`config.mk`:
```
export PLATFORM = sky130hd
export DESIGN_NAME = round_robin_thread_scheduler
export DESIGN_NICKNAME = d
export VERILOG_FILES = /design/src/rrts_pkg.sv /design/src/round_robin_thread_scheduler.sv /design/src/rrts_slot_mem.sv /design/src/rrts_free_stack.sv
export SDC_FILE = /design/constraint.sdc
export NUM_CORES = 1
export LEC_CHECK = 0
export ABC_AREA = 0
export BUFFER_PORTS_ARGS = -buffer_cell sky130_fd_sc_hd__buf_2
export CAP_MARGIN = 0
export CORE_MARGIN = 2
export CORE_UTILIZATION = 30
export CTS_BUF_LIST = sky130_fd_sc_hd__clkbuf_4 sky130_fd_sc_hd__clkbuf_8
export DETAILED_ROUTE_END_ITERATION = 8
export GPL_TIMING_DRIVEN = 0
export PLACE_DENSITY = 0.48
export SLEW_MARGIN = 20
export SYNTH_ARGS = -nofsm -noshare
export SYNTH_HDL_FRONTEND = slang
export SYNTH_SLANG_ARGS = --single-unit
```
`constraint.sdc`:
```
create_clock -name clk_i -period 8.8 [get_ports clk_i]
set_input_delay 1.32 -clock clk_i [delete_from_list [all_inputs] [get_ports clk_i]]
set_output_delay 1.32 -clock clk_i [all_outputs]
set_load 0.01 [all_outputs]
```
`src/rrts_pkg.sv`:
```
// ----------------------------------------------------------------------------
// rrts_pkg
// shared types and codes of the round-robin thread scheduler
// ----------------------------------------------------------------------------
package rrts_pkg;

  // event codes
  typedef enum logic [2:0] {
    OP_CREATE = 3'd0,
    OP_START  = 3'd1,
    OP_YIELD  = 3'd2,
    OP_SLEEP  = 3'd3,
    OP_FINISH = 3'd4,
    OP_JOIN   = 3'd5,
    OP_TICK   = 3'd6,
    OP_NOP    = 3'd7
  } op_e;

  // answer codes
  typedef enum logic [2:0] {
    ST_OK          = 3'd0,
    ST_BAD_ID      = 3'd1,
    ST_JOINED      = 3'd2,
    ST_NO_SLOT     = 3'd3,
    ST_NOT_DONE    = 3'd4,
    ST_NO_RUN      = 3'd5,
    ST_WAIT_SLEEP  = 3'd6,
    ST_RSVD        = 3'd7
  } status_e;

  // per-slot thread state
  typedef enum logic [2:0] {
    SLOT_UNUSED   = 3'd0,
    SLOT_READY    = 3'd1,
    SLOT_RUNNING  = 3'd2,
    SLOT_SLEEPING = 3'd3,
    SLOT_FINISHED = 3'd4
  } slot_st_e;

  // scan flavor of the slot sweep
  typedef enum logic [1:0] {
    MODE_START = 2'd0,
    MODE_WAKE  = 2'd1,
    MODE_TICK  = 2'd2
  } mode_e;

  typedef enum logic [9:0] {
    FSM_IDLE   = 10'b00_0000_0001,
    FSM_DECODE = 10'b00_0000_0010,
    FSM_CRD    = 10'b00_0000_0100,
    FSM_CWR    = 10'b00_0000_1000,
    FSM_CHK    = 10'b00_0001_0000,
    FSM_JCHK   = 10'b00_0010_0000,
    FSM_PASS   = 10'b00_0100_0000,
    FSM_DISP   = 10'b00_1000_0000,
    FSM_DISP2  = 10'b01_0000_0000,
    FSM_DONE   = 10'b10_0000_0000
  } fsm_e;

  // slot memory write enables
  typedef struct packed {
    logic we_st;
    logic we_ext;
  } slot_ctl_t;

  // free id stack commands
  typedef struct packed {
    logic push;
    logic pop;
  } stk_ctl_t;

endpackage

```
`src/round_robin_thread_scheduler.sv`:
```
// ----------------------------------------------------------------------------
// round_robin_thread_scheduler
// hardware thread-slot scheduler with round-robin dispatch and timed sleep
// ----------------------------------------------------------------------------
// Each input beat is one scheduler event (create, start, yield, sleep, finish,
// join, tick) and gives exactly one result beat with a status, a thread id
// and a running flag. Slot state lives in a state memory and a joined/wake
// memory, both with a registered read; released ids live in a small
// stack memory. Events are handled one at a time by a sequencer. Create,
// join, tick without a pending dispatch and the simple cases pass from
// decode through at most a stack read, a slot write or a join check to the
// result. Yield, sleep, finish, start and a tick that completes a pending
// dispatch sweep all slots in use through the memory read port, one slot
// per cycle, a pace set by that single read port. No clearing
// pass is needed after reset: only slots below the high-water count of
// handed-out ids are ever read, and each is written when it is first created.
// A result waits in the output register until taken; the next event is
// accepted as soon as a result enters that register, and its own result is
// held in the sequencer until the register frees up.
// ----------------------------------------------------------------------------
module round_robin_thread_scheduler #(
  parameter int unsigned SLOT_COUNT = 16
) (
  input  logic       clk_i,
  input  logic       rst_ni,
  input  logic       in_valid_i,
  output logic       in_ready_o,
  input  logic [2:0] op_i,
  input  logic [15:0] sleep_seconds_i,
  input  logic [3:0] target_thread_i,
  output logic       out_valid_o,
  input  logic       out_ready_i,
  output logic [2:0] status_o,
  output logic [3:0] result_thread_o,
  output logic       running_valid_o
);

  localparam int unsigned IdW  = (SLOT_COUNT > 2) ? $clog2(SLOT_COUNT) : 1;
  localparam int unsigned CntW = $clog2(SLOT_COUNT + 1);
  localparam int unsigned CmpW = (CntW > 4) ? CntW : 4;

  rrts_pkg::fsm_e    state_q, state_d;
  rrts_pkg::mode_e   mode_q, mode_d;
  rrts_pkg::status_e stat_q, stat_d;
  rrts_pkg::slot_st_e cur_post_q, cur_post_d;

  logic [2:0]      op_q;
  logic [15:0]     secs_q;
  logic [3:0]      tgt_q;
  logic [IdW-1:0]  tid_q, tid_d;
  logic [CntW-1:0] in_use_q, in_use_d;
  logic [IdW-1:0]  cur_q, cur_d;
  logic            cur_vld_q, cur_vld_d;
  logic            active_q, active_d;
  logic            pend_q, pend_d;
  logic [31:0]     now_q, now_d;

  // sweep bookkeeping
  logic [CntW-1:0] iss_q, iss_d;
  logic            rd_vld_q, rd_vld_d;
  logic [IdW-1:0]  rd_idx_q, rd_idx_d;
  logic            hi_fnd_q, hi_fnd_d, lo_fnd_q, lo_fnd_d;
  logic [IdW-1:0]  hi_q, hi_d, lo_q, lo_d;
  logic            any_slp_q, any_slp_d, woke_q, woke_d;

  // output register
  logic            out_vld_q;
  logic [2:0]      out_stat_q;
  logic [3:0]      out_thr_q;
  logic            out_run_q;
  logic            out_load;

  // memory ports
  rrts_pkg::slot_ctl_t slot_ctl;
  rrts_pkg::stk_ctl_t  stk_ctl;
  logic [IdW-1:0]  m_raddr, m_waddr;
  logic [2:0]      m_wst;
  logic            m_wjoined;
  logic [31:0]     m_wwake;
  logic [2:0]      m_rd_st;
  logic            m_rd_joined;
  logic [31:0]     m_rd_wake;
  logic [CntW-1:0] stk_top;
  logic [IdW-1:0]  stk_pop_id;
  logic [IdW-1:0]  tgt_idx;

  // per-entry sweep logic
  rrts_pkg::slot_st_e s_old, s_new;
  logic [31:0]     w_new;
  logic            is_cur, is_cand;

  rrts_slot_mem #(
    .SlotCount (SLOT_COUNT),
    .IdW       (IdW)
  ) u_slot_mem (
    .clk_i       (clk_i),
    .ctl_i       (slot_ctl),
    .raddr_i     (m_raddr),
    .waddr_i     (m_waddr),
    .wst_i       (m_wst),
    .wjoined_i   (m_wjoined),
    .wwake_i     (m_wwake),
    .rd_st_o     (m_rd_st),
    .rd_joined_o (m_rd_joined),
    .rd_wake_o   (m_rd_wake)
  );

  rrts_free_stack #(
    .SlotCount (SLOT_COUNT),
    .IdW       (IdW),
    .CntW      (CntW)
  ) u_free_stack (
    .clk_i     (clk_i),
    .rst_ni    (rst_ni),
    .ctl_i     (stk_ctl),
    .push_id_i (tgt_idx),
    .top_o     (stk_top),
    .pop_id_o  (stk_pop_id)
  );

  assign tgt_idx    = IdW'(tgt_q);
  assign in_ready_o = (state_q == rrts_pkg::FSM_IDLE);
  assign out_load   = (state_q == rrts_pkg::FSM_DONE) && (!out_vld_q || out_ready_i);

  // new value of the slot that the sweep is looking at
  always_comb begin
    s_old = rrts_pkg::slot_st_e'(m_rd_st);
    s_new = s_old;
    w_new = m_rd_wake;
    is_cur = (rd_idx_q == cur_q);
    if (mode_q == rrts_pkg::MODE_WAKE) begin
      if (is_cur && (op_q == rrts_pkg::OP_SLEEP)) begin
        s_new = rrts_pkg::SLOT_SLEEPING;
        w_new = now_q + {16'd0, secs_q};
      end else if (is_cur && (op_q == rrts_pkg::OP_FINISH)) begin
        s_new = rrts_pkg::SLOT_FINISHED;
      end
      if ((s_new == rrts_pkg::SLOT_SLEEPING) && (w_new <= now_q)) begin
        s_new = rrts_pkg::SLOT_READY;
      end
    end else if (mode_q == rrts_pkg::MODE_TICK) begin
      // a tick wakes only the lowest due sleeper
      if (!woke_q && (s_old == rrts_pkg::SLOT_SLEEPING) && (m_rd_wake <= now_q)) begin
        s_new = rrts_pkg::SLOT_READY;
      end
    end
    is_cand = (s_new == rrts_pkg::SLOT_READY) ||
              ((s_new == rrts_pkg::SLOT_RUNNING) && !is_cur);
  end

  always_comb begin
    state_d    = state_q;
    mode_d     = mode_q;
    stat_d     = stat_q;
    cur_post_d = cur_post_q;
    tid_d      = tid_q;
    in_use_d   = in_use_q;
    cur_d      = cur_q;
    cur_vld_d  = cur_vld_q;
    active_d   = active_q;
    pend_d     = pend_q;
    now_d      = now_q;
    iss_d      = iss_q;
    rd_vld_d   = 1'b0;
    rd_idx_d   = rd_idx_q;
    hi_fnd_d   = hi_fnd_q;
    lo_fnd_d   = lo_fnd_q;
    hi_d       = hi_q;
    lo_d       = lo_q;
    any_slp_d  = any_slp_q;
    woke_d     = woke_q;
    slot_ctl   = '0;
    stk_ctl    = '0;
    m_raddr    = cur_q;
    m_waddr    = rd_idx_q;
    m_wst      = s_new;
    m_wjoined  = m_rd_joined;
    m_wwake    = w_new;

    unique case (state_q)
      rrts_pkg::FSM_IDLE: begin
        if (in_valid_i) begin
          state_d = rrts_pkg::FSM_DECODE;
        end
      end

      rrts_pkg::FSM_DECODE: begin
        // fresh sweep state for whatever follows
        iss_d     = '0;
        hi_fnd_d  = 1'b0;
        lo_fnd_d  = 1'b0;
        any_slp_d = 1'b0;
        woke_d    = 1'b0;
        cur_post_d = rrts_pkg::SLOT_UNUSED;
        stat_d    = rrts_pkg::ST_OK;
        state_d   = rrts_pkg::FSM_DONE;
        case (op_q)
          rrts_pkg::OP_CREATE: begin
            if (stk_top != '0) begin
              stk_ctl.pop = 1'b1;
              state_d = rrts_pkg::FSM_CRD;
            end else if (in_use_q >= CntW'(SLOT_COUNT)) begin
              stat_d = rrts_pkg::ST_NO_SLOT;
            end else begin
              tid_d    = in_use_q[IdW-1:0];
              in_use_d = in_use_q + CntW'(1);
              state_d  = rrts_pkg::FSM_CWR;
            end
          end
          rrts_pkg::OP_START: begin
            if (!(active_q && cur_vld_q)) begin
              pend_d  = 1'b0;
              mode_d  = rrts_pkg::MODE_START;
              state_d = rrts_pkg::FSM_PASS;
            end
          end
          rrts_pkg::OP_YIELD: begin
            if (!active_q || !cur_vld_q) begin
              stat_d = rrts_pkg::ST_NO_RUN;
            end else begin
              mode_d  = rrts_pkg::MODE_WAKE;
              state_d = rrts_pkg::FSM_PASS;
            end
          end
          rrts_pkg::OP_SLEEP, rrts_pkg::OP_FINISH: begin
            if (!active_q || !cur_vld_q) begin
              stat_d = rrts_pkg::ST_NO_RUN;
            end else begin
              m_raddr = cur_q;
              state_d = rrts_pkg::FSM_CHK;
            end
          end
          rrts_pkg::OP_JOIN: begin
            if (CmpW'(tgt_q) >= CmpW'(in_use_q)) begin
              stat_d = rrts_pkg::ST_BAD_ID;
            end else begin
              m_raddr = tgt_idx;
              state_d = rrts_pkg::FSM_JCHK;
            end
          end
          rrts_pkg::OP_TICK: begin
            now_d = now_q + 32'd1;
            if (pend_q && active_q && cur_vld_q) begin
              mode_d  = rrts_pkg::MODE_TICK;
              state_d = rrts_pkg::FSM_PASS;
            end
          end
          default: begin
          end
        endcase
      end

      rrts_pkg::FSM_CRD: begin
        tid_d   = stk_pop_id;
        state_d = rrts_pkg::FSM_CWR;
      end

      rrts_pkg::FSM_CWR: begin
        slot_ctl.we_st  = 1'b1;
        slot_ctl.we_ext = 1'b1;
        m_waddr   = tid_q;
        m_wst     = rrts_pkg::SLOT_READY;
        m_wjoined = 1'b0;
        m_wwake   = '0;
        state_d   = rrts_pkg::FSM_DONE;
      end

      rrts_pkg::FSM_CHK: begin
        if (m_rd_st != rrts_pkg::SLOT_RUNNING) begin
          stat_d  = pend_q ? rrts_pkg::ST_WAIT_SLEEP : rrts_pkg::ST_NO_RUN;
          state_d = rrts_pkg::FSM_DONE;
        end else begin
          mode_d  = rrts_pkg::MODE_WAKE;
          state_d = rrts_pkg::FSM_PASS;
        end
      end

      rrts_pkg::FSM_JCHK: begin
        state_d = rrts_pkg::FSM_DONE;
        if (m_rd_joined) begin
          stat_d = rrts_pkg::ST_JOINED;
        end else if (m_rd_st != rrts_pkg::SLOT_FINISHED) begin
          stat_d = rrts_pkg::ST_NOT_DONE;
        end else begin
          slot_ctl.we_ext = 1'b1;
          m_waddr   = tgt_idx;
          m_wjoined = 1'b1;
          m_wwake   = m_rd_wake;
          stk_ctl.push = 1'b1;
        end
      end

      rrts_pkg::FSM_PASS: begin
        // issue one read per cycle, handle the entry whose read was issued the cycle before
        m_raddr = iss_q[IdW-1:0];
        if (iss_q < in_use_q) begin
          iss_d    = iss_q + CntW'(1);
          rd_vld_d = 1'b1;
          rd_idx_d = iss_q[IdW-1:0];
        end else if (!rd_vld_q) begin
          state_d = rrts_pkg::FSM_DISP;
        end
        if (rd_vld_q) begin
          if (mode_q == rrts_pkg::MODE_START) begin
            if ((s_old == rrts_pkg::SLOT_READY) && !lo_fnd_q) begin
              lo_fnd_d = 1'b1;
              lo_d     = rd_idx_q;
            end
          end else begin
            slot_ctl.we_st  = 1'b1;
            slot_ctl.we_ext = (mode_q == rrts_pkg::MODE_WAKE) && is_cur &&
                              (op_q == rrts_pkg::OP_SLEEP);
            if ((mode_q == rrts_pkg::MODE_TICK) && (s_new != s_old)) begin
              woke_d = 1'b1;
            end
            if (is_cand) begin
              if (rd_idx_q > cur_q) begin
                if (!hi_fnd_q) begin
                  hi_fnd_d = 1'b1;
                  hi_d     = rd_idx_q;
                end
              end else if (!lo_fnd_q) begin
                lo_fnd_d = 1'b1;
                lo_d     = rd_idx_q;
              end
            end
            if (s_new == rrts_pkg::SLOT_SLEEPING) begin
              any_slp_d = 1'b1;
            end
            if (is_cur) begin
              cur_post_d = s_new;
            end
          end
        end
      end

      rrts_pkg::FSM_DISP: begin
        state_d = rrts_pkg::FSM_DONE;
        if (mode_q == rrts_pkg::MODE_START) begin
          if (lo_fnd_q) begin
            slot_ctl.we_st = 1'b1;
            m_waddr   = lo_q;
            m_wst     = rrts_pkg::SLOT_RUNNING;
            cur_d     = lo_q;
            cur_vld_d = 1'b1;
            active_d  = 1'b1;
          end else begin
            cur_vld_d = 1'b0;
            active_d  = 1'b0;
            stat_d    = rrts_pkg::ST_NO_RUN;
          end
        end else if ((mode_q == rrts_pkg::MODE_TICK) && !woke_q) begin
          stat_d = rrts_pkg::ST_WAIT_SLEEP;
        end else if (hi_fnd_q || lo_fnd_q) begin
          // demote the old runner first, promote the pick next cycle
          if (cur_post_q == rrts_pkg::SLOT_RUNNING) begin
            slot_ctl.we_st = 1'b1;
            m_waddr = cur_q;
            m_wst   = rrts_pkg::SLOT_READY;
          end
          state_d = rrts_pkg::FSM_DISP2;
        end else if (any_slp_q) begin
          pend_d = 1'b1;
          stat_d = rrts_pkg::ST_WAIT_SLEEP;
        end else begin
          pend_d = 1'b0;
          if (cur_post_q != rrts_pkg::SLOT_RUNNING) begin
            stat_d = rrts_pkg::ST_NO_RUN;
          end
          if (cur_post_q == rrts_pkg::SLOT_FINISHED) begin
            cur_vld_d = 1'b0;
            active_d  = 1'b0;
          end
        end
      end

      rrts_pkg::FSM_DISP2: begin
        slot_ctl.we_st = 1'b1;
        m_waddr = hi_fnd_q ? hi_q : lo_q;
        m_wst   = rrts_pkg::SLOT_RUNNING;
        cur_d   = hi_fnd_q ? hi_q : lo_q;
        pend_d  = 1'b0;
        stat_d  = rrts_pkg::ST_OK;
        state_d = rrts_pkg::FSM_DONE;
      end

      rrts_pkg::FSM_DONE: begin
        if (out_load) begin
          state_d = rrts_pkg::FSM_IDLE;
        end
      end

      default: begin
        state_d = rrts_pkg::FSM_IDLE;
      end
    endcase
  end

  always_ff @(posedge clk_i or negedge rst_ni) begin
    if (!rst_ni) begin
      state_q   <= rrts_pkg::FSM_IDLE;
      in_use_q  <= '0;
      cur_vld_q <= 1'b0;
      active_q  <= 1'b0;
      pend_q    <= 1'b0;
      now_q     <= '0;
      rd_vld_q  <= 1'b0;
      out_vld_q <= 1'b0;
    end else begin
      state_q   <= state_d;
      in_use_q  <= in_use_d;
      cur_vld_q <= cur_vld_d;
      active_q  <= active_d;
      pend_q    <= pend_d;
      now_q     <= now_d;
      rd_vld_q  <= rd_vld_d;
      if (out_load) begin
        out_vld_q <= 1'b1;
      end else if (out_ready_i) begin
        out_vld_q <= 1'b0;
      end
    end
  end

  // payload and sweep registers
  always_ff @(posedge clk_i) begin
    if (in_valid_i && in_ready_o) begin
      op_q   <= op_i;
      secs_q <= sleep_seconds_i;
      tgt_q  <= target_thread_i;
    end
    mode_q     <= mode_d;
    stat_q     <= stat_d;
    cur_post_q <= cur_post_d;
    tid_q      <= tid_d;
    cur_q      <= cur_d;
    iss_q      <= iss_d;
    rd_idx_q   <= rd_idx_d;
    hi_fnd_q   <= hi_fnd_d;
    lo_fnd_q   <= lo_fnd_d;
    hi_q       <= hi_d;
    lo_q       <= lo_d;
    any_slp_q  <= any_slp_d;
    woke_q     <= woke_d;
    if (out_load) begin
      out_stat_q <= stat_q;
      out_run_q  <= cur_vld_q;
      if (op_q == rrts_pkg::OP_CREATE) begin
        out_thr_q <= (stat_q == rrts_pkg::ST_OK) ? 4'(tid_q) : 4'd0;
      end else begin
        out_thr_q <= cur_vld_q ? 4'(cur_q) : 4'd0;
      end
    end
  end

  assign out_valid_o     = out_vld_q;
  assign status_o        = out_stat_q;
  assign result_thread_o = out_thr_q;
  assign running_valid_o = out_run_q;

`ifndef SYNTHESIS
  // a pending dispatch only exists while the scheduler runs a slot
  a_pend_active: assert property (@(posedge clk_i) disable iff (!rst_ni)
    pend_q |-> (active_q && cur_vld_q))
    else $error("dispatch pending without a current slot");

  // released ids never outnumber handed-out ids
  a_stack_bound: assert property (@(posedge clk_i) disable iff (!rst_ni)
    stk_top <= in_use_q)
    else $error("free stack deeper than slots in use");

  // the current slot always lies below the high-water count
  a_cur_range: assert property (@(posedge clk_i) disable iff (!rst_ni)
    cur_vld_q |-> (CntW'(cur_q) < in_use_q))
    else $error("current slot beyond slots in use");

  // an accepted event goes straight to decode
  a_accept_decode: assert property (@(posedge clk_i) disable iff (!rst_ni)
    (in_valid_i && in_ready_o) |=> (state_q == rrts_pkg::FSM_DECODE))
    else $error("accepted beat not decoded");
`endif

endmodule

```
`src/rrts_slot_mem.sv`:
```
// ----------------------------------------------------------------------------
// rrts_slot_mem
// slot state memory and slot joined/wake-time memory, registered read
// ----------------------------------------------------------------------------
module rrts_slot_mem #(
  parameter int unsigned SlotCount = 16,
  parameter int unsigned IdW       = 4
) (
  input  logic               clk_i,
  input  rrts_pkg::slot_ctl_t ctl_i,
  input  logic [IdW-1:0]     raddr_i,
  input  logic [IdW-1:0]     waddr_i,
  input  logic [2:0]         wst_i,
  input  logic               wjoined_i,
  input  logic [31:0]        wwake_i,
  output logic [2:0]         rd_st_o,
  output logic               rd_joined_o,
  output logic [31:0]        rd_wake_o
);

  logic [2:0]  st_mem  [SlotCount];
  logic [32:0] ext_mem [SlotCount];
  logic [32:0] ext_rd_q;

  always_ff @(posedge clk_i) begin
    if (ctl_i.we_st) begin
      st_mem[waddr_i] <= wst_i;
    end
    rd_st_o <= st_mem[raddr_i];
  end

  always_ff @(posedge clk_i) begin
    if (ctl_i.we_ext) begin
      ext_mem[waddr_i] <= {wjoined_i, wwake_i};
    end
    ext_rd_q <= ext_mem[raddr_i];
  end

  assign rd_joined_o = ext_rd_q[32];
  assign rd_wake_o   = ext_rd_q[31:0];

endmodule

```
`src/rrts_free_stack.sv`:
```
// ----------------------------------------------------------------------------
// rrts_free_stack
// stack of released thread ids with its top pointer
// ----------------------------------------------------------------------------
module rrts_free_stack #(
  parameter int unsigned SlotCount = 16,
  parameter int unsigned IdW       = 4,
  parameter int unsigned CntW      = 5
) (
  input  logic               clk_i,
  input  logic               rst_ni,
  input  rrts_pkg::stk_ctl_t ctl_i,
  input  logic [IdW-1:0]     push_id_i,
  output logic [CntW-1:0]    top_o,
  output logic [IdW-1:0]     pop_id_o
);

  logic [IdW-1:0]  stk_mem [SlotCount];
  logic [CntW-1:0] top_q, top_d;
  logic [CntW-1:0] top_m1;

  assign top_m1 = top_q - CntW'(1);

  always_comb begin
    top_d = top_q;
    if (ctl_i.push) begin
      top_d = top_q + CntW'(1);
    end else if (ctl_i.pop) begin
      top_d = top_m1;
    end
  end

  always_ff @(posedge clk_i or negedge rst_ni) begin
    if (!rst_ni) begin
      top_q <= '0;
    end else begin
      top_q <= top_d;
    end
  end

  // read of the entry under the top, registered
  always_ff @(posedge clk_i) begin
    if (ctl_i.push) begin
      stk_mem[top_q[IdW-1:0]] <= push_id_i;
    end
    pop_id_o <= stk_mem[top_m1[IdW-1:0]];
  end

  assign top_o = top_q;

endmodule

```
# Yosys cells after proc, flatten, opt, wreduce, memory -nomap -nowiden
# Memory sizes are Yosys's and may differ from the RTL's. A register that Yosys moved wholly into a read port is not among the register bits.
# Cells that the tools add are included.
# totals
register_bits	124
ram_bits	640
elab_cells	326
memories	3
# mem_list
name	words	word_bits	read_ports	rd_ports_with_merged_regs	write_ports	line	rtl
u_slot_mem.ext_mem	16	33	1	1	1	rrts_slot_mem.sv:22	logic [32:0] ext_mem [SlotCount];
u_free_stack.stk_mem	16	4	1	1	1	rrts_free_stack.sv:18	logic [IdW-1:0] stk_mem [SlotCount];
u_slot_mem.st_mem	16	3	1	1	1	rrts_slot_mem.sv:21	logic [2:0] st_mem [SlotCount];
# op_classes
addsub	6
order_cmp	6
eq_ne	71
muxes	150
n_bitwise	4
reduce_logical	59
# op_table
op	count
2-to-1 mux 32 bit	5
2-to-1 mux 10 bit	15
2-to-1 mux 4 bit	22
case mux 10 bit (8 select lines)	1
2-to-1 mux 3 bit	25
less-or-equal comparator 32 bit	2
case mux 32 bit (2 select lines)	1
case mux 10 bit (6 select lines)	1
!= test 2 bit, second input constant	26
2-to-1 mux 1 bit	49
adder 32 x 1 -> 32 bit, second input constant	1
adder 32 x 16 -> 32 bit	1
!= test 3 bit, second input constant	8
case mux 4 bit (2 select lines)	3
AND reduction 4 bit	6
AND reduction 6 bit	4
== test 3 x 2 -> 1 bit, second input constant	7
AND reduction 5 bit	4
2-to-1 mux 2 bit	9
case mux 3 bit (3 select lines)	2
case mux 4 bit (4 select lines)	1
nonzero test 2 bit	8
adder 5 x 1 -> 5 bit, second input constant	3
logical AND 1 bit	15
45 further kinds	77

# Longest topological paths before layout
# Gate-level depths: netlist of run 1.
# logic_depth
depth_word	16
ltp_mapped	23
ltp_nobuf	22

# By module
# Synthesis of run 1 repeated with hierarchy kept, for this count alone.
# unflattened
cells_unflattened	2159
area_unflattened_um2	34439.3
# modules_own_cells
module	instances	cells_each	area_each_um2	seq_area_each_um2
rrts_slot_mem	1	963	22419.0	18017.3
round_robin_thread_scheduler	1	1000	9062.4	3319.4
rrts_free_stack	1	196	2957.8	2127.0

# Least setup slack after synthesis of run 1
# Ideal clock, no wire load.
# synth_timing
path_type	register to register
from	reg state_q[2]
to	mem u_slot_mem.ext_mem[7][0] (enable)
arrival_ns	5.729
slack_ns	2.565
stages_incl_launch_ff	13
path_buffers	3
synth_period_minus_slack_ns	6.235
cell_sequence	dfrtp_1 -> clkbuf_1 -> nor4_2 -> nand3_1 -> nor3b_2 -> nor3_1 -> and2_1 -> buf_2 -> a21oi_1 -> o22ai_1 -> or2_2 -> clkbuf_1 -> nor4_1
# synth_via
elab_chain_len	4
word_cells_on_any_way	9
cone_classes	eq/ne: 5; mux: 4
# synth_lines
item	line	rtl
from (decl)	round_robin_thread_scheduler.sv:42	rrts_pkg::fsm_e state_q, state_d;
from (signal assigned)	round_robin_thread_scheduler.sv:401	state_q <= rrts_pkg::FSM_IDLE;
from (signal assigned)	round_robin_thread_scheduler.sv:410	state_q <= state_d;
== test 10 x 7 -> 1 bit, or another cell as far along	round_robin_thread_scheduler.sv:180	unique case (state_q)
case mux 1 bit (3 select lines)	round_robin_thread_scheduler.sv:180	
2-to-1 mux 1 bit	rrts_slot_mem.sv:33	if (ctl_i.we_ext) begin
2-to-1 mux 1 bit (implied by the code)	rrts_slot_mem.sv:34	ext_mem[waddr_i] <= {wjoined_i, wwake_i};
to (decl)	rrts_slot_mem.sv:22	
# Parallel ways exist; a longest one is shown, timed or not.

# Worst setup path in the final report of run 1
# layout_timing
from	reg now_q[0]
to	reg lo_q[3] (enable)
# layout_via
elab_chain_len	12
word_cells_on_any_way	17
cone_classes	add/sub: 1; order compare: 2; eq/ne: 2; mux: 6; reduce/logical: 6
# layout_lines
item	line	rtl
from (decl)	round_robin_thread_scheduler.sv:56	logic [31:0] now_q, now_d;
from (signal assigned)	round_robin_thread_scheduler.sv:415	now_q <= now_d;
adder 32 x 16 -> 32 bit	round_robin_thread_scheduler.sv:134	w_new = now_q + {16'd0, secs_q};
2-to-1 mux 32 bit	round_robin_thread_scheduler.sv:132	if (is_cur && (op_q == rrts_pkg::OP_SLEEP)) begin
2-to-1 mux 32 bit	round_robin_thread_scheduler.sv:131	if (mode_q == rrts_pkg::MODE_WAKE) begin
less-or-equal comparator 32 bit	round_robin_thread_scheduler.sv:138	if ((s_new == rrts_pkg::SLOT_SLEEPING) && (w_new <= now_q)) begin
logical AND 1 bit	round_robin_thread_scheduler.sv:138	
2-to-1 mux 3 bit	round_robin_thread_scheduler.sv:138	
2-to-1 mux 3 bit *	round_robin_thread_scheduler.sv:131	
== test 3 x 2 -> 1 bit	round_robin_thread_scheduler.sv:148	((s_new == rrts_pkg::SLOT_RUNNING) && !is_cur);
logical AND 1 bit	round_robin_thread_scheduler.sv:148	
logical OR 1 bit *	round_robin_thread_scheduler.sv:147	is_cand = (s_new == rrts_pkg::SLOT_READY) ||
nonzero test 2 bit (no line) *	-	
AND reduction 5 bit (no line) *	-	
to (signal assigned)	round_robin_thread_scheduler.sv:442	lo_q <= lo_d;
to (decl)	round_robin_thread_scheduler.sv:63	logic [IdW-1:0] hi_q, hi_d, lo_q, lo_d;
# Every way passes the cells marked *; elsewhere a longest branch is shown, timed or not. The select of a mux whose other input is x is not followed.
# A chain may end at the register's enable or synchronous reset.

==> reports/results.txt, run 1 <==
PostCTS Resize Cnt: 0
Number of nets with antenna violations after routing: 0
Area post-placement: 0.0382 mm2
Pwr Total: 8.68 mW
Vias per cell: 5.10
Status: finished clean
Number of synthesized register bits: 804
Post-synth EDFFs: 708
VDD IR-drop max: 0.108 mV
Comb power frac: 8.7%
Rel. slew slack: 26.2%
Clock sinks: 804
Min Tclk post-route: 6870 ps
Antenna violations before repair: 8
Library cells used by synthesis: 86
Cts bufs inserted: 141
Mapped Cells: 2,551
Vias after detailed routing: 22,768
Worst EP required: 9250 ps
H-tree level count: 4
Core area: 0.116 mm2
Clock Path Buffers: 3
Post-synthesis area per instance: 13.8 um2
Synth warn: 0
Setup slack, reg-to-reg: 1930 ps
Final setup vio count: 0
Worst-case reg-to-reg path depth: 21
Pre-CTS setup slack: 1640 ps
Wire per inst: 22.6 um
Crit path kind: reg2reg
Slew @ Worst Pin: 1100 ps
Synth Net Count: 2,680
Die area: 0.120 mm2
Synth top area share: 60.3%
Switch share: 25.2%
Static leakage: 14.4 nW
Dominant cells by area after synthesis: edfxtp_1 60%, nand2_1 4.8%, mux2i_1 4.3%, dfrtp_1 3.9%, a32oi_1 3.6%
Design area: 0.0412 mm2
Die X: 347 um
DRT Pass-1 Iters: 5
Hold Crit Start: active_q
PortBufs: 36
# rows: 125
Hold worst-path end: running_valid_o
CTS Hold Buffers Added: 0
Setup crit end kind: register
CTS Root Cell: clkbuf_8
Fin Hold WS: 459 ps
Number of global-route vias before repair: 23,218
Cell Pwr Density: 211 mW/mm2
Layout Skew: 51.7 ps
Starting density of the core: 30.3%
Boundary pin count: 37
CTS tree: built
Final Cycle Share: 78.1%
Slew Limit Fails: 0
Share of post-route cells with drive strength above 1: 18.8%
Fmax: 146 MHz
Peak fanout along the critical path: 6
Largest net degree at the start of global routing: 57
Setup bufs post-CTS: 0
HPWL after detailed placement: 73.1 mm
Overall routing resource usage: 16.6%
Finished Layout Cells: 4,466
Die H: 347 um
Clock Latency Late Sink: 850 ps
Internal power: 6.49 mW
RSZ-0062 raised after global routing: false
Seq pwr share: 50.9%
WL final: 101 mm
First-pass GRT wire length: 149 mm
Primary FF master, synth: edfxtp_1
Final nets: 2,957
# DRC: 0
Initial DRC Count: 1,919
Synth area leader: edfxtp_1
Worst R2R Start: now_q[0]
Placed cells: 4,209
Cell area after synthesis: 0.0353 mm2
Worst hold path class: reg2reg
Reg clk slew, reported paths: 60 ps
NetSw: 2.19 mW
R2r endpoint: lo_q[3]
Final Hold Fails: 0
GP Congestion: 0.906
Async set-reset flop share out of synthesis: 6.97%
Sequential fraction of the synthesis area: 66.5%
Final WS setup: 1930 ps
Worst Path Arrival: 7320 ps
GRT Residual Overflow: 0
Clock network power share: 40.4%
Max Cap Viol: 0
Hold-critical path depth: 0
Layout overhead on the synthesized area: 16.7%
Critical Path Start Type: register
worst max-delay path, stage by stage (launching register included):
cell,delay (ps)
dfrtp_1,460
ha_1,240
inv_1,60
fa_1,400
nor2b_1,120
o21ai_0,110
a21boi_0,360
nor4_1,140
o21ai_0,430
a31oi_1,170
xor2_1,300
o21ai_0,140
ha_1,320
nand4_1,180
nor4_1,550
a21boi_0,270
o31a_1,180
o31ai_1,190
a2111oi_0,620
mux2_2,430
o32ai_1,340
nor2b_1,490
cells in the mapped netlist, types with 16 or more instances:
cell      count
dfxtp_1      40
a21oi_1      70
clkbuf_1     56
nor4_1       38
nand4_1      22
inv_1        61
o21ai_0      62
and4_1       42
nor3_1       46
mux2i_1     151
nand3_1      25
dfrtp_1      55
edfxtp_1    708
ha_1        101
xnor2_1      66
buf_2        41
nand2b_1     16
nor2_1       90
nand2_1     447
mux4_2       20
a32oi_1     145
how the worst max path moves through the flow:
stage          depth (start not counted)  startpoint  slack (ps)                         to
2_1_floorplan                         12  state_q[2]        2570   u_slot_mem.ext_mem[7][0]
3_3_place_gp                          12  state_q[2]       -1850  u_slot_mem.ext_mem[7][15]
3_5_place_dp                          22    now_q[0]        1640                    hi_q[2]
4_1_cts                               21    now_q[0]        1620                    hi_q[2]
5_1_grt                               21    now_q[0]        1330                    lo_q[1]
6_report                              21    now_q[0]        1930                    lo_q[3]
logic make-up after synthesis:
kind of cell | share of synthesized area [%]
AO/OA/AOI/OAI | 8.12
XOR/XNOR | 1.81
adder cells (fa/ha/maj) | 3.64
buffers and inverters | 2.78
flip-flops | 66.5
multiplexers | 5.98
AND/OR/NAND/NOR | 11.2
layout make-up:
cell class | instances | area (um2)
plain buffers | 122 | 748
well taps | 1524 | 1910
flip-flops and latches | 804 | 23500
diodes | 1 | 2.50
clock inverters | 57 | 448
multi-input cells | 1563 | 11100
inverters | 62 | 233
repair buffers | 134 | 847
clock buffers | 199 | 2440
fillers | 11281 | 75200
power groups by stage:
stage,sequential (mW),clock (mW),combinational [mW]
3_3_place_gp,4.49,0,0.710
3_5_place_dp,4.49,0,0.753
6_report,4.42,3.51,0.756
4_1_cts,4.42,3.62,0.757
5_1_grt,4.42,3.78,0.835
2_1_floorplan,4.44,0,0.473
per-stage QoR:
step | TNS (ps) | utilization [%]
floorplan | 0 | -
global placement | -348410 | 32.1
detailed placement | 0 | 32.9
CTS | 0 | 35.4
global route | 0 | 35.4
finish | 0 | 35.4
flip-flops by register name, indices dropped and copies added, names as in the netlist, 3 cells and up:
signal	count
cur_q	4
tid_q	4
result_thread_o	4
iss_q	5
u_free_stack.stk_mem	64
u_slot_mem.st_mem	48
u_slot_mem.rd_st_o	3
u_free_stack.pop_id_o	4
tgt_idx	4
u_slot_mem.ext_mem	528
u_free_stack.top_o	5
u_slot_mem.ext_rd_q	33
cur_post_q	3
rd_idx_q	4
stat_q	3
status_o	3
state_q	10
lo_q	4
now_q	32
hi_q	4
op_q	3
in_use_q	5
secs_q	16
routing by layer:
layer | up-vias | part of all wire, % | track usage, %
met4 | 0 | 2.3 | 5.21
met3 | 159 | 6.1 | 3.25
met2 | 725 | 48 | 27.8
met1 | 11527 | 43 | 21.6
met5 | - | 0 | 0
li1 | 10357 | - | -
placed cells by master, fill, tap and decap left out, drive strengths merged, types with 15 or more instances in the layout:
| cell type | instances |
|---|---|
| nand2b | 16 |
| mux4 | 20 |
| nand3 | 26 |
| clkinv | 46 |
| and2 | 15 |
| inv | 67 |
| dfxtp | 40 |
| nor3 | 46 |
| ha | 101 |
| a32oi | 145 |
| nand2 | 450 |
| and4 | 42 |
| nand4 | 22 |
| nor2 | 99 |
| o21ai | 63 |
| clkbuf | 255 |
| nor4 | 40 |
| edfxtp | 708 |
| a21oi | 70 |
| dfrtp | 55 |
| nor2b | 15 |
| xnor2 | 66 |
| mux2i | 151 |
| buf | 200 |
Note: power is estimated with default switching activity, not from simulation.
==> inputs of run 2 (changes only) <==
Settings changed: ABC_AREA 0 to 1.
Clock period 8.8 ns to 6.9 ns, I/O delays scaled along.
==> run 2 against run 1 <==
  * Highest routed layer unchanged
  * Core utilization barely moved
  * Sequential cell count is the same
  * Hold slack worse by 130 ps
  * Register-to-register slack lost 1200 ps
  * Sequential power is 41% higher
  * Clock power grew 32%
  * Via count increased by 28%
==> reports/results.txt, run 2 <==
Status: finished clean
Commonest non-fill, non-tap cell in the layout: nand2_1
GRT Residual Overflow: 0 (unchanged)
Worst hold path class: in2reg
Synth top area share: 55.2% (-5.1 points)
Metal-1 WL: 56.8 mm (+30%)
Dominant cells by area after synthesis: edfxtp_1 55%, nand2_1 9.4%, nand3_1 7.4%, dfrtp_1 3.6%, inv_1 3.4%
First-pass GRT wire length: 190 mm (+27%)
Library cells used by synthesis: 57 (-34%)
Design area: 0.0451 mm2 (+9.6%)
Async set-reset flop share out of synthesis: 6.97% (unchanged)
Rel. slew slack: 20.5% (-5.7 points)
Layout Skew: 42.6 ps (-9.09 ps)
Crit-path leading delay family: simple AND/OR/NAND/NOR gates
Worst Path Arrival: 6660 ps (-660 ps)
Primary FF master, synth: edfxtp_1
Vias per cell: 4.93 (-3.2%)
Crit-path max cell delay: 610 ps (about the same)
H-tree level count: 4 (unchanged)
Seq pwr share: 39.3% (-12 points)
Core area: 0.128 mm2 (+9.6%)
Final WS setup: 724 ps (-1210 ps)
Most frequent cells in the layout: 967 x nand2_1, 708 x edfxtp_1, 573 x nand3_1, 349 x inv_1, 221 x nor2_1
Synth Net Count: 3,996 (+49%)
Slew Limit Fails: 0 (unchanged)
CTS Root Cell: clkbuf_8
Clock Latency Late Sink: 880 ps (+30 ps)
Slew @ Worst Pin: 1190 ps (+95.5 ps)
Starting density of the core: 30.2% (-0.091 points)
Worst R2R Start: now_q[0]
Min Tclk post-route: 6180 ps (-695 ps)
Reg clk slew, reported paths: 70 ps (about the same)
DR top layer: met4
WL final: 130 mm (+29%)
Wire per inst: 22.1 um (-2.3%)
CTS tree: built
Final nets: 4,234 (+43%)
Share of post-route cells with drive strength above 1: 11.9% (-6.9 points)
HPWL after detailed placement: 93.4 mm (+28%)
Met2 WL: 61.2 mm (+25%)
GP Congestion: 0.897 (-1.0%)
Synth area leader: edfxtp_1
Internal power: 9.92 mW (+53%)
Switch share: 37.6% (+12 points)
Cell mode on critical path: nand2_1
Crit path kind: reg2reg
Fmax: 162 MHz (+11%)
Setup crit end kind: register
Vias after detailed routing: 29,034 (+28%)
Die X: 362 um (+4.5%)
Initial DRC Count: 2,590 (+35%)
Comb power frac: 31.5% (+23 points)
Number of global-route vias before repair: 28,772 (+24%)
Cts bufs inserted: 144 (+2.1%)
Clock network power share: 29.2% (-11 points)
VDD IR-drop max: 0.147 mV (+37%)
Number of nets with antenna violations after routing: 0 (unchanged)
Layout overhead on the synthesized area: 17.1%
Sequential fraction of the synthesis area: 60.9% (-5.6 points)
Post-synth top cells: 967 x nand2_1, 708 x edfxtp_1, 573 x nand3_1
Static leakage: 17.7 nW (+23%)
Synth warn: 0 (unchanged)
DRT Pass-1 Iters: 6 (+1)
Overall routing resource usage: 19.6% (+3.0 points)
Cell area after synthesis: 0.0385 mm2 (+9.3%)
Fin Hold WS: 324 ps (-135 ps)
Mapped Cells: 3,867 (+52%)
Die H: 362 um (+4.5%)
Clock Path Buffers: 3 (unchanged)
Area post-placement: 0.0422 mm2 (+10%)
WP buf/inv: 2 (+1)
Crit path from: now_q[0]
NetSw: 5.98 mW (+170%)
Most common cell in the netlist: nand2_1
PortBufs: 36 (unchanged)
Slowest cell on crit path: nor3_1
Worst EP required: 7380 ps (-1870 ps)
# DRC: 0 (unchanged)
Peak fanout along the critical path: 5 (-1)
Max Cap Viol: 0 (unchanged)
Die area: 0.131 mm2 (+9.2%)
Metal3 WL: 8.15 mm (+32%)
RSZ-0062 raised after global routing: false
Critical Path Start Type: register
Final Hold Fails: 0 (unchanged)
Biggest register: u_slot_mem.ext_mem
Fillers: 12,878 (+14%)
# rows: 131 (+4.8%)
Post-synthesis area per instance: 9.97 um2 (-28%)
Cell Pwr Density: 352 mW/mm2 (+67%)
Final Cycle Share: 89.5% (+11 points)
Pre-CTS setup slack: 454 ps (-1180 ps)
Clock sinks: 804 (unchanged)
Max reg flops: 528 (unchanged)
Post-synth EDFFs: 708 (unchanged)
Hold Crit Start: sleep_seconds_i[0]
Number of synthesized register bits: 804 (unchanged)
Largest net degree at the start of global routing: 45 (-21%)
Boundary pin count: 37 (unchanged)
Antenna violations before repair: 10 (+2)
Final setup vio count: 0 (unchanged)
## run 2: cell types whose count changed in the layout (fill, tap and decap cells not counted), moves of 27 or more
| cell | before | now |
|---|---|---|
| clkbuf_1 | 56 | 83 |
| nand3_1 | 25 | 573 |
| xnor2_1 | 66 | 9 |
| and4_1 | 42 | 0 |
| nor2_1 | 89 | 221 |
| a32oi_1 | 145 | 1 |
| inv_1 | 61 | 349 |
| nand3b_1 | 3 | 145 |
| xor2_1 | 7 | 52 |
| buf_4 | 50 | 3 |
| mux2i_1 | 151 | 11 |
| o21ai_0 | 61 | 130 |
| nand2_1 | 447 | 967 |
| a21oi_1 | 52 | 93 |
## run 2: power by group through the flow
stage,combinational (mW),clock [mW],sequential [mW]
floorplan,2.92,0,6.21
detailed placement,4.97,0,6.34
global route,5.51,4.97,6.27
global placement,4.74,0,6.37
CTS,5.00,4.76,6.24
finish,5.00,4.65,6.25
## run 2: path summary, 6_finish.rpt
check / slack [ps] / depth (start not counted) / endpoint
max in group asynchronous: 5780 / 3 / now_q[14]
worst min register to register: 460 / 0 / status_o[1]
min in group asynchronous: 580 / 2 / rd_vld_q
worst max register to register: 720 / 29 / hi_q[0]
worst max-delay path: 720 / 29 / hi_q[0]
worst min-delay path: 320 / 1 / secs_q[0]
## run 2: area by class of cell
| cell class | count | area (um2) | area share [%] |
|---|---|---|---|
| Inverter | 363 | 1360 | 3.02 |
| Antenna cell | 5 | 12.5 | 0.0277 |
| Multi-Input combinational cell | 2517 | 13200 | 29.3 |
| Sequential cell | 804 | 23500 | 52.0 |
| Timing Repair Buffer | 92 | 1240 | 2.75 |
| Clock buffer | 218 | 2590 | 5.75 |
| Tap cell | 1662 | 2080 | 4.61 |
| Buffer | 183 | 787 | 1.74 |
| Clock inverter | 40 | 350 | 0.777 |
## run 2: kinds of logic (layout without fill, tap and decap cells)
logic type | count (synthesis) | count (layout) | share of synthesized area, %
simple gates | 2012 | 2012 | 23.6
flops | 804 | 804 | 60.9
buf+inv | 546 | 896 | 5.58
compound gates | 331 | 331 | 4.98
fa+ha+maj | 102 | 102 | 3.33
xor+xnor | 61 | 61 | 1.39
mux | 11 | 11 | 0.286
other cells | 0 | 5 | 0
## run 2: per-layer routing
metal,vias up,global-route usage [%]
li1,13786,-
met1,14109,25.9
met2,907,32.3
met3,232,3.75
met4,0,6.61
met5,-,0
## run 2: repair_timing
item                                   in CTS  in global routing
gates resized for setup                     0                  1
endpoints found under the hold margin      11                  0
setup buffers                               0                  0
hold buffers                                1                  0
setup endpoints to repair                   0                  1
## run 2: through the flow
| step | instances | utilization (%) | TNS [ps] | total power [mW] |
|---|---|---|---|---|
| finish | 5884 | 35.4 | 0 | 15.9 |
| global route | 5884 | 35.4 | 0 | 16.8 |
| CTS | 5879 | 35.4 | 0 | 16.0 |
| detailed placement | 5620 | 33.1 | 0 | 11.3 |
| global placement | 5565 | 32.0 | -17620 | 11.1 |
| floorplan | 3867 | - | 0 | 9.12 |
